==> config.mk <==
export PLATFORM = sky130hd
export DESIGN_NAME = button_debounce_press_hold_led
export DESIGN_NICKNAME = d
export VERILOG_FILES = /design/src/rtl/bdphl_pkg.sv /design/src/rtl/bdphl_ctrl.sv /design/src/rtl/button_debounce_press_hold_led.sv
export SDC_FILE = /design/constraint.sdc
export NUM_CORES = 1
export LEC_CHECK = 0
export BUFFER_PORTS_ARGS = -buffer_cell sky130_fd_sc_hd__buf_2
export CAP_MARGIN = 40
export CORE_ASPECT_RATIO = 1.5
export CORE_MARGIN = 1.5
export CORE_UTILIZATION = 55
export DETAILED_ROUTE_END_ITERATION = 10
export MAX_ROUTING_LAYER = met4
export PLACE_DENSITY = 0.75
export SLEW_MARGIN = 25
export SYNTH_ARGS = -nofsm -noshare
export SYNTH_HDL_FRONTEND = slang
export SYNTH_SLANG_ARGS = --single-unit
==> constraint.sdc <==
create_clock -name i_clk -period 12.8 [get_ports i_clk]
set_clock_uncertainty 0.05 [all_clocks]
set_input_delay 1.92 -clock i_clk [delete_from_list [all_inputs] [get_ports i_clk]]
set_output_delay 1.92 -clock i_clk [all_outputs]
set_load 0.01 [all_outputs]
==> src/rtl/bdphl_pkg.sv <==
`timescale 1ns / 1ps

package bdphl_pkg;

    localparam int TIME_WIDTH_DEF = 32;
    localparam int TIME_FIELD_W   = 32;
    localparam int CFG_DATA_W     = 32;
    localparam int CFG_IDX_W      = 2;

    localparam logic [CFG_DATA_W-1:0] BOUNCE_RESET = 32'd5;
    localparam logic [CFG_DATA_W-1:0] HOLD_RESET   = 32'd1000;

    localparam logic [CFG_IDX_W-1:0] CFG_BOUNCE = 2'd0;
    localparam logic [CFG_IDX_W-1:0] CFG_HOLD   = 2'd1;

    typedef enum logic [3:0] {
        PH_IDLE          = 4'd0,
        PH_WAIT_LOW      = 4'd1,
        PH_START         = 4'd2,
        PH_QUALIFY       = 4'd3,
        PH_PRESSED       = 4'd4,
        PH_REPORT_PRESS  = 4'd5,
        PH_REPORT_HOLD   = 4'd6,
        PH_WAIT_RELEASE  = 4'd7,
        PH_RETURN        = 4'd8
    } t_phase;

    typedef enum logic [1:0] {
        EV_NONE  = 2'd0,
        EV_PRESS = 2'd1,
        EV_HOLD  = 2'd2
    } t_event;

    typedef struct packed {
        logic [CFG_DATA_W-1:0] bounce_time;
        logic [CFG_DATA_W-1:0] hold_time;
    } t_cfg;

endpackage

==> src/rtl/bdphl_ctrl.sv <==
`timescale 1ns / 1ps

module bdphl_ctrl #(
    parameter int TIME_WIDTH = bdphl_pkg::TIME_WIDTH_DEF
) (
    input  logic                                i_clk,
    input  logic                                i_rst_n,
    input  logic                                i_step,
    input  logic                                i_level,
    input  logic [bdphl_pkg::TIME_FIELD_W-1:0]  i_now_ms,
    input  bdphl_pkg::t_cfg                     i_cfg,
    output bdphl_pkg::t_event                   o_event,
    output logic                                o_indicator
);

    bdphl_pkg::t_phase     r_phase, n_phase;
    logic [TIME_WIDTH-1:0] r_press_start, n_press_start;
    logic                  r_indicator, n_indicator;

    logic [TIME_WIDTH-1:0] w_now;
    logic [TIME_WIDTH-1:0] w_elapsed;
    logic                  w_bounce_done;
    logic                  w_hold_done;

    assign w_now         = TIME_WIDTH'(i_now_ms);
    assign w_elapsed     = w_now - r_press_start;
    assign w_bounce_done = w_elapsed > TIME_WIDTH'(i_cfg.bounce_time);
    assign w_hold_done   = w_elapsed > TIME_WIDTH'(i_cfg.hold_time);

    always_comb begin
        n_phase = r_phase;
        case (r_phase)
            bdphl_pkg::PH_IDLE: begin
                n_phase = bdphl_pkg::PH_WAIT_LOW;
            end
            bdphl_pkg::PH_WAIT_LOW: begin
                if (!i_level) begin
                    n_phase = bdphl_pkg::PH_START;
                end
            end
            bdphl_pkg::PH_START: begin
                n_phase = bdphl_pkg::PH_QUALIFY;
            end
            bdphl_pkg::PH_QUALIFY: begin
                // release aborts even when the bounce delay has just passed
                if (i_level) begin
                    n_phase = bdphl_pkg::PH_IDLE;
                end else if (w_bounce_done) begin
                    n_phase = bdphl_pkg::PH_PRESSED;
                end
            end
            bdphl_pkg::PH_PRESSED: begin
                // hold wins over a release in the same poll
                if (w_hold_done) begin
                    n_phase = bdphl_pkg::PH_REPORT_HOLD;
                end else if (i_level) begin
                    n_phase = bdphl_pkg::PH_REPORT_PRESS;
                end
            end
            bdphl_pkg::PH_REPORT_PRESS: begin
                n_phase = bdphl_pkg::PH_IDLE;
            end
            bdphl_pkg::PH_REPORT_HOLD: begin
                n_phase = bdphl_pkg::PH_WAIT_RELEASE;
            end
            bdphl_pkg::PH_WAIT_RELEASE: begin
                if (i_level) begin
                    n_phase = bdphl_pkg::PH_RETURN;
                end
            end
            default: begin
                n_phase = bdphl_pkg::PH_IDLE;
            end
        endcase
    end

    always_comb begin
        n_press_start = r_press_start;
        n_indicator   = r_indicator;
        o_event       = bdphl_pkg::EV_NONE;
        case (r_phase)
            bdphl_pkg::PH_IDLE: begin
                n_indicator = 1'b0;
            end
            bdphl_pkg::PH_START: begin
                n_indicator   = 1'b1;
                n_press_start = w_now;
            end
            bdphl_pkg::PH_QUALIFY,
            bdphl_pkg::PH_PRESSED,
            bdphl_pkg::PH_WAIT_RELEASE: begin
                n_indicator = 1'b1;
            end
            bdphl_pkg::PH_REPORT_PRESS: begin
                o_event = bdphl_pkg::EV_PRESS;
            end
            bdphl_pkg::PH_REPORT_HOLD: begin
                o_event = bdphl_pkg::EV_HOLD;
            end
            default: begin
                n_indicator = r_indicator;
            end
        endcase
    end

    assign o_indicator = n_indicator;

    always_ff @(posedge i_clk) begin
        if (!i_rst_n) begin
            r_phase       <= bdphl_pkg::PH_IDLE;
            r_press_start <= '0;
            r_indicator   <= 1'b0;
        end else if (i_step) begin
            r_phase       <= n_phase;
            r_press_start <= n_press_start;
            r_indicator   <= n_indicator;
        end
    end

endmodule

==> src/rtl/button_debounce_press_hold_led.sv <==
`timescale 1ns / 1ps

// Switch debounce with press and hold detection.
// Input channel (i_valid / o_stall): one poll per item, carrying the
// active-low switch level and the free-running millisecond timestamp.
// Output channel (o_valid / i_stall): exactly one result per poll, the
// event code (none, press, hold) and the indicator drive after that poll.
// Configuration channel (i_cfg_valid / o_cfg_ready, always ready): index 0
// sets the bounce delay, index 1 the hold delay; other indexes are ignored.
// Write it only while no poll is in flight.
// An accepted poll is captured in the input register; the state update and
// the result register then take it in one pass once the output can advance.
// Throughput is one poll per cycle while the receiver does not stall; the
// state update is one subtract and two compares on TIME_WIDTH bits.
// When the receiver stalls, the result register holds and the input register
// fills; the input side stalls only when both are full.
// Synchronous reset returns the machine to idle, clears the start time and
// the indicator, empties both registers and loads the default delays.
module button_debounce_press_hold_led #(
    parameter int TIME_WIDTH = bdphl_pkg::TIME_WIDTH_DEF
) (
    input  logic                                i_clk,
    input  logic                                i_rst_n,
    input  logic                                i_valid,
    output logic                                o_stall,
    input  logic                                i_level,
    input  logic [bdphl_pkg::TIME_FIELD_W-1:0]  i_now_ms,
    output logic                                o_valid,
    input  logic                                i_stall,
    output logic [1:0]                          o_event_res,
    output logic                                o_indicator,
    input  logic                                i_cfg_valid,
    output logic                                o_cfg_ready,
    input  logic [bdphl_pkg::CFG_IDX_W-1:0]     i_cfg_index,
    input  logic [bdphl_pkg::CFG_DATA_W-1:0]    i_cfg_data
);

    logic                               r_in_valid;
    logic                               r_in_level;
    logic [bdphl_pkg::TIME_FIELD_W-1:0] r_in_now;
    logic                               r_out_valid;
    bdphl_pkg::t_event                  r_out_event;
    logic                               r_out_indicator;
    bdphl_pkg::t_cfg                    r_cfg;

    logic                               w_advance;
    logic                               w_step;
    bdphl_pkg::t_event                  w_event;
    logic                               w_indicator;

    assign w_advance   = !r_out_valid || !i_stall;
    assign w_step      = w_advance && r_in_valid;
    assign o_stall     = r_in_valid && !w_advance;
    assign o_cfg_ready = 1'b1;

    assign o_valid     = r_out_valid;
    assign o_event_res = r_out_event;
    assign o_indicator = r_out_indicator;

    always_ff @(posedge i_clk) begin
        if (!i_rst_n) begin
            r_cfg.bounce_time <= bdphl_pkg::BOUNCE_RESET;
            r_cfg.hold_time   <= bdphl_pkg::HOLD_RESET;
        end else if (i_cfg_valid) begin
            case (i_cfg_index)
                bdphl_pkg::CFG_BOUNCE: r_cfg.bounce_time <= i_cfg_data;
                bdphl_pkg::CFG_HOLD:   r_cfg.hold_time   <= i_cfg_data;
                default: begin
                    r_cfg <= r_cfg;
                end
            endcase
        end
    end

    // input register: refill whenever its item moves on or it is empty
    always_ff @(posedge i_clk) begin
        if (!i_rst_n) begin
            r_in_valid <= 1'b0;
        end else if (!o_stall) begin
            r_in_valid <= i_valid;
        end
    end

    always_ff @(posedge i_clk) begin
        if (!o_stall && i_valid) begin
            r_in_level <= i_level;
            r_in_now   <= i_now_ms;
        end
    end

    always_ff @(posedge i_clk) begin
        if (!i_rst_n) begin
            r_out_valid <= 1'b0;
        end else if (w_advance) begin
            r_out_valid <= r_in_valid;
        end
    end

    always_ff @(posedge i_clk) begin
        if (w_step) begin
            r_out_event     <= w_event;
            r_out_indicator <= w_indicator;
        end
    end

    bdphl_ctrl #(
        .TIME_WIDTH (TIME_WIDTH)
    ) u_ctrl (
        .i_clk       (i_clk),
        .i_rst_n     (i_rst_n),
        .i_step      (w_step),
        .i_level     (r_in_level),
        .i_now_ms    (r_in_now),
        .i_cfg       (r_cfg),
        .o_event     (w_event),
        .o_indicator (w_indicator)
    );

endmodule

* Yosys cells after proc, flatten, opt, wreduce, memory -nomap -nowiden
Cells that the tools add are included.
** Word-level totals
- Bits in registers :: 139
- Input port bits :: 72
- Output and inout bits :: 6
** Cells by class
- Add/subtract/negate cells :: 1
- Order comparisons :: 2
- Equal/unequal tests :: 12
- Mux-type cells :: 9
- Reductions and logical operators :: 15
** Operator list (number)
- 32-bit greater-than comparator :: 2
- 32-bit subtractor :: 1
- 4-bit one-hot mux with 7 select lines :: 1
- 4-bit 2-to-1 mux :: 6
- 4-bit by 3-bit equality test with 1-bit output (second input constant) :: 4
- 4-bit by 2-bit equality test with 1-bit output (second input constant) :: 2
- 3-bit by 2-bit != test with 1-bit output (second input constant) :: 2
- 2-bit AND reduction :: 3
- 5-bit AND reduction :: 1
- 4-bit by 1-bit equality test with 1-bit output (second input constant) :: 1
- 1-bit logical NOT :: 4
- 4-bit logical NOT :: 1
- 2-bit != test (second input constant) :: 2
- 2-bit one-hot mux with 2 select lines :: 1
- 4-bit OR reduction :: 1
- 1-bit logical AND :: 3
- 2-bit by 1-bit equality test with 1-bit output (second input constant) :: 1
- 2-bit logical NOT :: 1
- 1-bit one-hot mux with 2 select lines :: 1
- 1-bit logical OR :: 1

* Depth between registers and ports, before layout
- Depth in word-level cells :: 6
- Gate-level depth with buffers :: 21

* By module
Synthesis repeated with hierarchy kept, for this count alone.
** Second synthesis, totals
- Cells, all modules :: 929
- Area total of the unflattened synthesis :: 8270.4 sq um
** Modules (own cells, without submodules)
- bdphl_ctrl :: times used 1, cells each 627, area an instance 4578.1 sq um, sequential area each 740.7 sq um
- button_debounce_press_hold_led :: times used 1, cells each 302, area an instance 3692.3 sq um, sequential area each 2402.3 sq um

* Least setup slack after synthesis
Ideal clock, no wire load.
- Path type :: reg-to-reg
- Start point :: reg r_in_now[0] in the netlist's numbering
- End point :: reg u_ctrl.r_phase[3]
- Arrival :: 4.202 ns
- Required time :: 12.680 ns
- Slack :: 8.478 ns
- Stages on the path, launching flop included :: 22
- Clock period less this slack :: 4.322 ns
- Cell sequence :: edfxtp_1 inv_1 ha_1 inv_1 fa_1 a211o_1 nand2_1 a21oi_1 a21o_1 a41o_1 nor2_1 o31ai_1 xor2_1 ha_1 nand4_2 nor4_2 inv_1 a41oi_2 o21a_4 o211ai_4 or4b_1 a21oi_1
** Between the ends
- Word-level cells in the longest chain between the ends :: 4
- Elaborated cells between the ends (all ways) :: 8
- Classes of those cells :: add/sub (1); order compare (2); eq/ne (2); mux (2); reduce/logical (1)
** RTL lines
- start: declaration :: line button_debounce_press_hold_led.sv:40 : logic [bdphl_pkg::TIME_FIELD_W-1:0] r_in_now;
- start signal: assignment :: line button_debounce_press_hold_led.sv:87 : r_in_now <= i_now_ms;
- 32-bit subtractor (*) :: line bdphl_ctrl.sv:26 : assign w_elapsed = w_now - r_press_start;
- 32-bit greater-than comparator, on equally long branches :: line bdphl_ctrl.sv:28, bdphl_ctrl.sv:27
- 4-bit 2-to-1 mux or 3-bit by 2-bit != test with 1-bit output (tied branches)
- 4-bit one-hot mux with 7 select lines or 5-bit AND reduction (tied branches)
- end signal: assignment :: line bdphl_ctrl.sv:110 : r_phase <= bdphl_pkg::PH_IDLE;
- end signal: assignment :: line bdphl_ctrl.sv:114 : r_phase <= n_phase;
- end: declaration :: line bdphl_ctrl.sv:16 : bdphl_pkg::t_phase r_phase, n_phase;
Every way passes the cells marked *; elsewhere a longest branch is shown, timed or not.
A chain may end at the register's enable or synchronous reset.

* Final worst setup path
- Start point :: reg r_in_now[3] in the netlist's numbering
- End point :: reg u_ctrl.r_phase[3]
Same word-level chain as after synthesis.

==> impl_metrics.toml <==
[power_and_ir_drop]
p_leak_nw = 3.592
pwr-share-clk = 0.426
power_switching_w = 0.0003178
seq_power_share = 0.411
power_density_mw_per_mm2 = 125.3
max-vdd-ir-drop_v = 0.00008822
power_frac_comb = 0.163
p_int_w = 0.0008389
p_sw_frac = 0.2747

[placement]
post-place-ws_ns = 8.054
dp_cells = 1210
io_buffer_count = 76
dp.final_hpwl_mm = 13.53
gp_congestion = 0.8784

[route]
via_per_inst = 5.488
wl_met3_um = 657
dr_wl_met2_mm = 9.874
drtIter0Drc = 318
routed.top_layer = "met4"
wire_per_inst_um = 15.07
vias = 6822
wirelength_mm = 18.74
drc = 0
ant_nets = 0
drtPass1Iterations = 5
wl_met1_mm = 7.529

[die]
dieArea_sq_mm = 0.01537
coreArea_sq_mm = 0.01412
initial_core_util = 0.5693
fp.dieH_um = 151.1
die_w_um = 101.7
rows = 53
io_pins = 78

[clock_network]
clk_pin_slew_ns = 0.06
insertion_delay_ns = 0.44
post_cts_buffers = 0
cts_sinks = 139
cts_tree = "done"
numCtsBuffers = 17
htreeDepth = 4
cts_max_path_buffers = 2
root_buffer = "clkbuf_16"
cts_resized = 0
cts_hold_buf = 0

[synthesis]
synthArstFlopShare = 0
synth_area_sq_mm = 0.008041
ys_types = 62
synthesis.nets = 1138
synth_edf_count = 36
synth_warnings = 0
synth_flop_cell = "dfxtp_1"
ys_ff_latch = 139
seq_area_frac_synth = 0.3909
postSynthAreaPerCell_sq_um = 8.290
synth_cells = 970

[setup_path]
reg2reg_slack_ns = 7.99
critPathTopFamily = "compound AO/OA/AOI/OAI gates"
worstSetupPathType = "reg -> reg"
cp_num_buf_inv = 1
slowest_stage = "or4b_1"
worstPathRequired_ns = 13.12
cp_cell_sequence = "ha_1 > a21o_1 > a21oi_1 > a21oi_1 > o21ai_1 > a311oi_2 > a221oi_2 > o21ai_0 > xnor2_1 > ha_1 > nand4_2 > nor4_2 > inv_1 > a41oi_2 > o21a_4 > o211ai_4 > or4b_1 > a21oi_1"
crit_arrival_ns = 5.13
worst_path_largest_cell_delay_ns = 0.51
critPathMaxFanout = 5
crit_path_end_kind = "register"
crit_path_start_kind = "register"
worst_path_most_repeated_cell = "a21oi_1"

[global_route]
grt_usage = 0.2624
grt_pass1_vias = 6439
overflow = 0
grt_max_degree = 80
grt_pass1_wl_mm = 30.01
antenna_found_initial = 0

[sta]
finalSetupTns_ns = 0
period_share = 0.3757
drv_slew = 0
relSlewSlack = 0.4942
setup_viol = 0
rsz0062_at_grt = "no"
worstMarginPinSlew_ns = 0.7587
fmax_ghz = 0.2080
worst_slack_ns = 7.991
hold_violations = 0
fin_crit_ns = 4.809

[cells_and_area]
syn2layout_area_growth_pct = 14.77
nets = 1206
drive_above_1_share = 0.1208
fin_util = 0.6534
antenna_cells = 0
finalNonFillerCells = 1243

[outcome]
status = "complete, no violations"

[worst_hold_path]
hold_class = "reg -> reg"

[run]
drv_cap = 0
==> path summary, 6_finish.rpt <==
path                                    to  cells past startpoint                startpoint
setup / recovery         u_ctrl.r_phase[3]                     18               r_in_now[3]
hold / removal    u_ctrl.r_press_start[19]                      2  u_ctrl.r_press_start[19]
setup reg to reg         u_ctrl.r_phase[3]                     18               r_in_now[3]
hold reg to reg   u_ctrl.r_press_start[19]                      2  u_ctrl.r_press_start[19]
==> synthesized netlist by cell type (all sizes together), types with 2 or more instances <==
master | n | area (sq um)
nand2b | 7 | 43.79
nand3 | 9 | 45.04
a21o | 23 | 172.7
or4 | 2 | 15.01
nand4b | 2 | 17.52
nand4 | 15 | 100.1
a311oi | 2 | 23.77
a41oi | 2 | 25.03
o21a | 10 | 82.57
o211ai | 10 | 88.83
nor3 | 6 | 30.03
ha | 95 | 1189
and3 | 5 | 31.28
inv | 107 | 401.6
nor4 | 5 | 37.53
o311ai | 2 | 17.52
a211oi | 5 | 37.54
dfxtp | 103 | 2062
a21oi | 145 | 725.7
clkbuf | 35 | 131.4
a211o | 3 | 26.28
nand3b | 2 | 15.01
o21ai | 23 | 115.1
nand2 | 218 | 818.3
o2111ai | 2 | 17.52
o21bai | 4 | 30.03
nor2b | 6 | 37.54
nor3b | 4 | 30.03
xnor2 | 16 | 140.1
o31ai | 2 | 15.01
xor2 | 11 | 96.34
edfxtp | 36 | 1081
nor2 | 28 | 105.1
mux2i | 2 | 20.02
a221oi | 3 | 32.53
o2bb2ai | 2 | 17.52
==> tightest hold or removal path, cell delays in order (launching register included) <==
cell     delay, ns
dfxtp_1       0.31
nand2_1       0.05
a21oi_1       0.05
==> power groups by stage <==
stage	combinational [W]	clock, W	sequential (W)
after floorplan	0.000133	0	0.000482
after global placement	0.000180	0	0.000484
after detailed placement	0.000186	0	0.000485
after CTS	0.000187	0.000500	0.000475
after global routing	0.000212	0.000516	0.000477
final	0.000188	0.000493	0.000475
==> logic make-up after synthesis <==
family / share of synthesized area
AND/OR/NAND/NOR: 0.1707
buffers and inverters: 0.06722
adder cells (fa/ha/maj): 0.1503
multiplexers: 0.002490
other: 0.0004663
AO/OA/AOI/OAI: 0.1886
XOR/XNOR: 0.02941
flip-flops: 0.3909
==> area by class of cell <==
class	instances	area [sq um]
repair buffers	85	488.0
fillers	1235	4896
well taps	192	240.2
clock buffers	19	442.9
clock inverters	13	142.6
inverters	107	401.6
multi-input cells	688	4370
flip-flops and latches	139	3143
==> through the flow <==
step | hold WS, ns | cell area, sq um | power, W
floorplan | 0.3863 | 8041 | 0.0006150
global placement | 0.3918 | 8581 | 0.0006646
detailed placement | 0.3965 | 8616 | 0.0006705
CTS | 0.4045 | 9201 | 0.001163
global route | 0.4195 | 9229 | 0.001205
finish | 0.4043 | 9229 | 0.001157
==> registers in the layout (all words and copies together), names as in the netlist <==
register              cells
o_event_res               2
o_valid                   1
u_ctrl.r_phase            4
r_in_level                1
r_in_now                 32
u_ctrl.r_indicator        1
u_ctrl.r_press_start     32
r_cfg                    64
r_in_valid                1
o_indicator               1
==> per-layer routing <==
layer | vias to the layer above | track usage
met5 | - | -
met1 | 3181 | 0.2789
li1 | 3458 | -
met4 | 0 | 0.1326
met2 | 139 | 0.4653
met3 | 44 | 0.04199
==> layout by cell type, fill, tap and decap left out, types with 3 or more instances in the layout <==
cell type   synthesis  layout
nor2_1             28      28
and3_1              5       5
nor2b_1             6       5
clkinvlp_4          0       3
xor2_1             11      11
a211o_1             3       3
nor3b_1             4       3
a21oi_1           145     145
o21ai_0            22      22
clkinv_4            0       3
o211ai_1            9       9
a211oi_1            5       5
o21bai_1            4       4
inv_1             107     106
ha_1               95      95
nand4_1            14      14
nor3_1              6       6
buf_2               0      76
nand2b_1            7       7
buf_4               1       7
clkbuf_16           0      17
nand3_1             9       9
inv_6               0       3
dfxtp_1           103     103
nand2_1           218     218
xnor2_1            16      16
nor4_1              4       4
o21a_1              9       9
edfxtp_1           36      36
a21o_1             23      23
No activity file was read; power rests on OpenSTA's default activity.
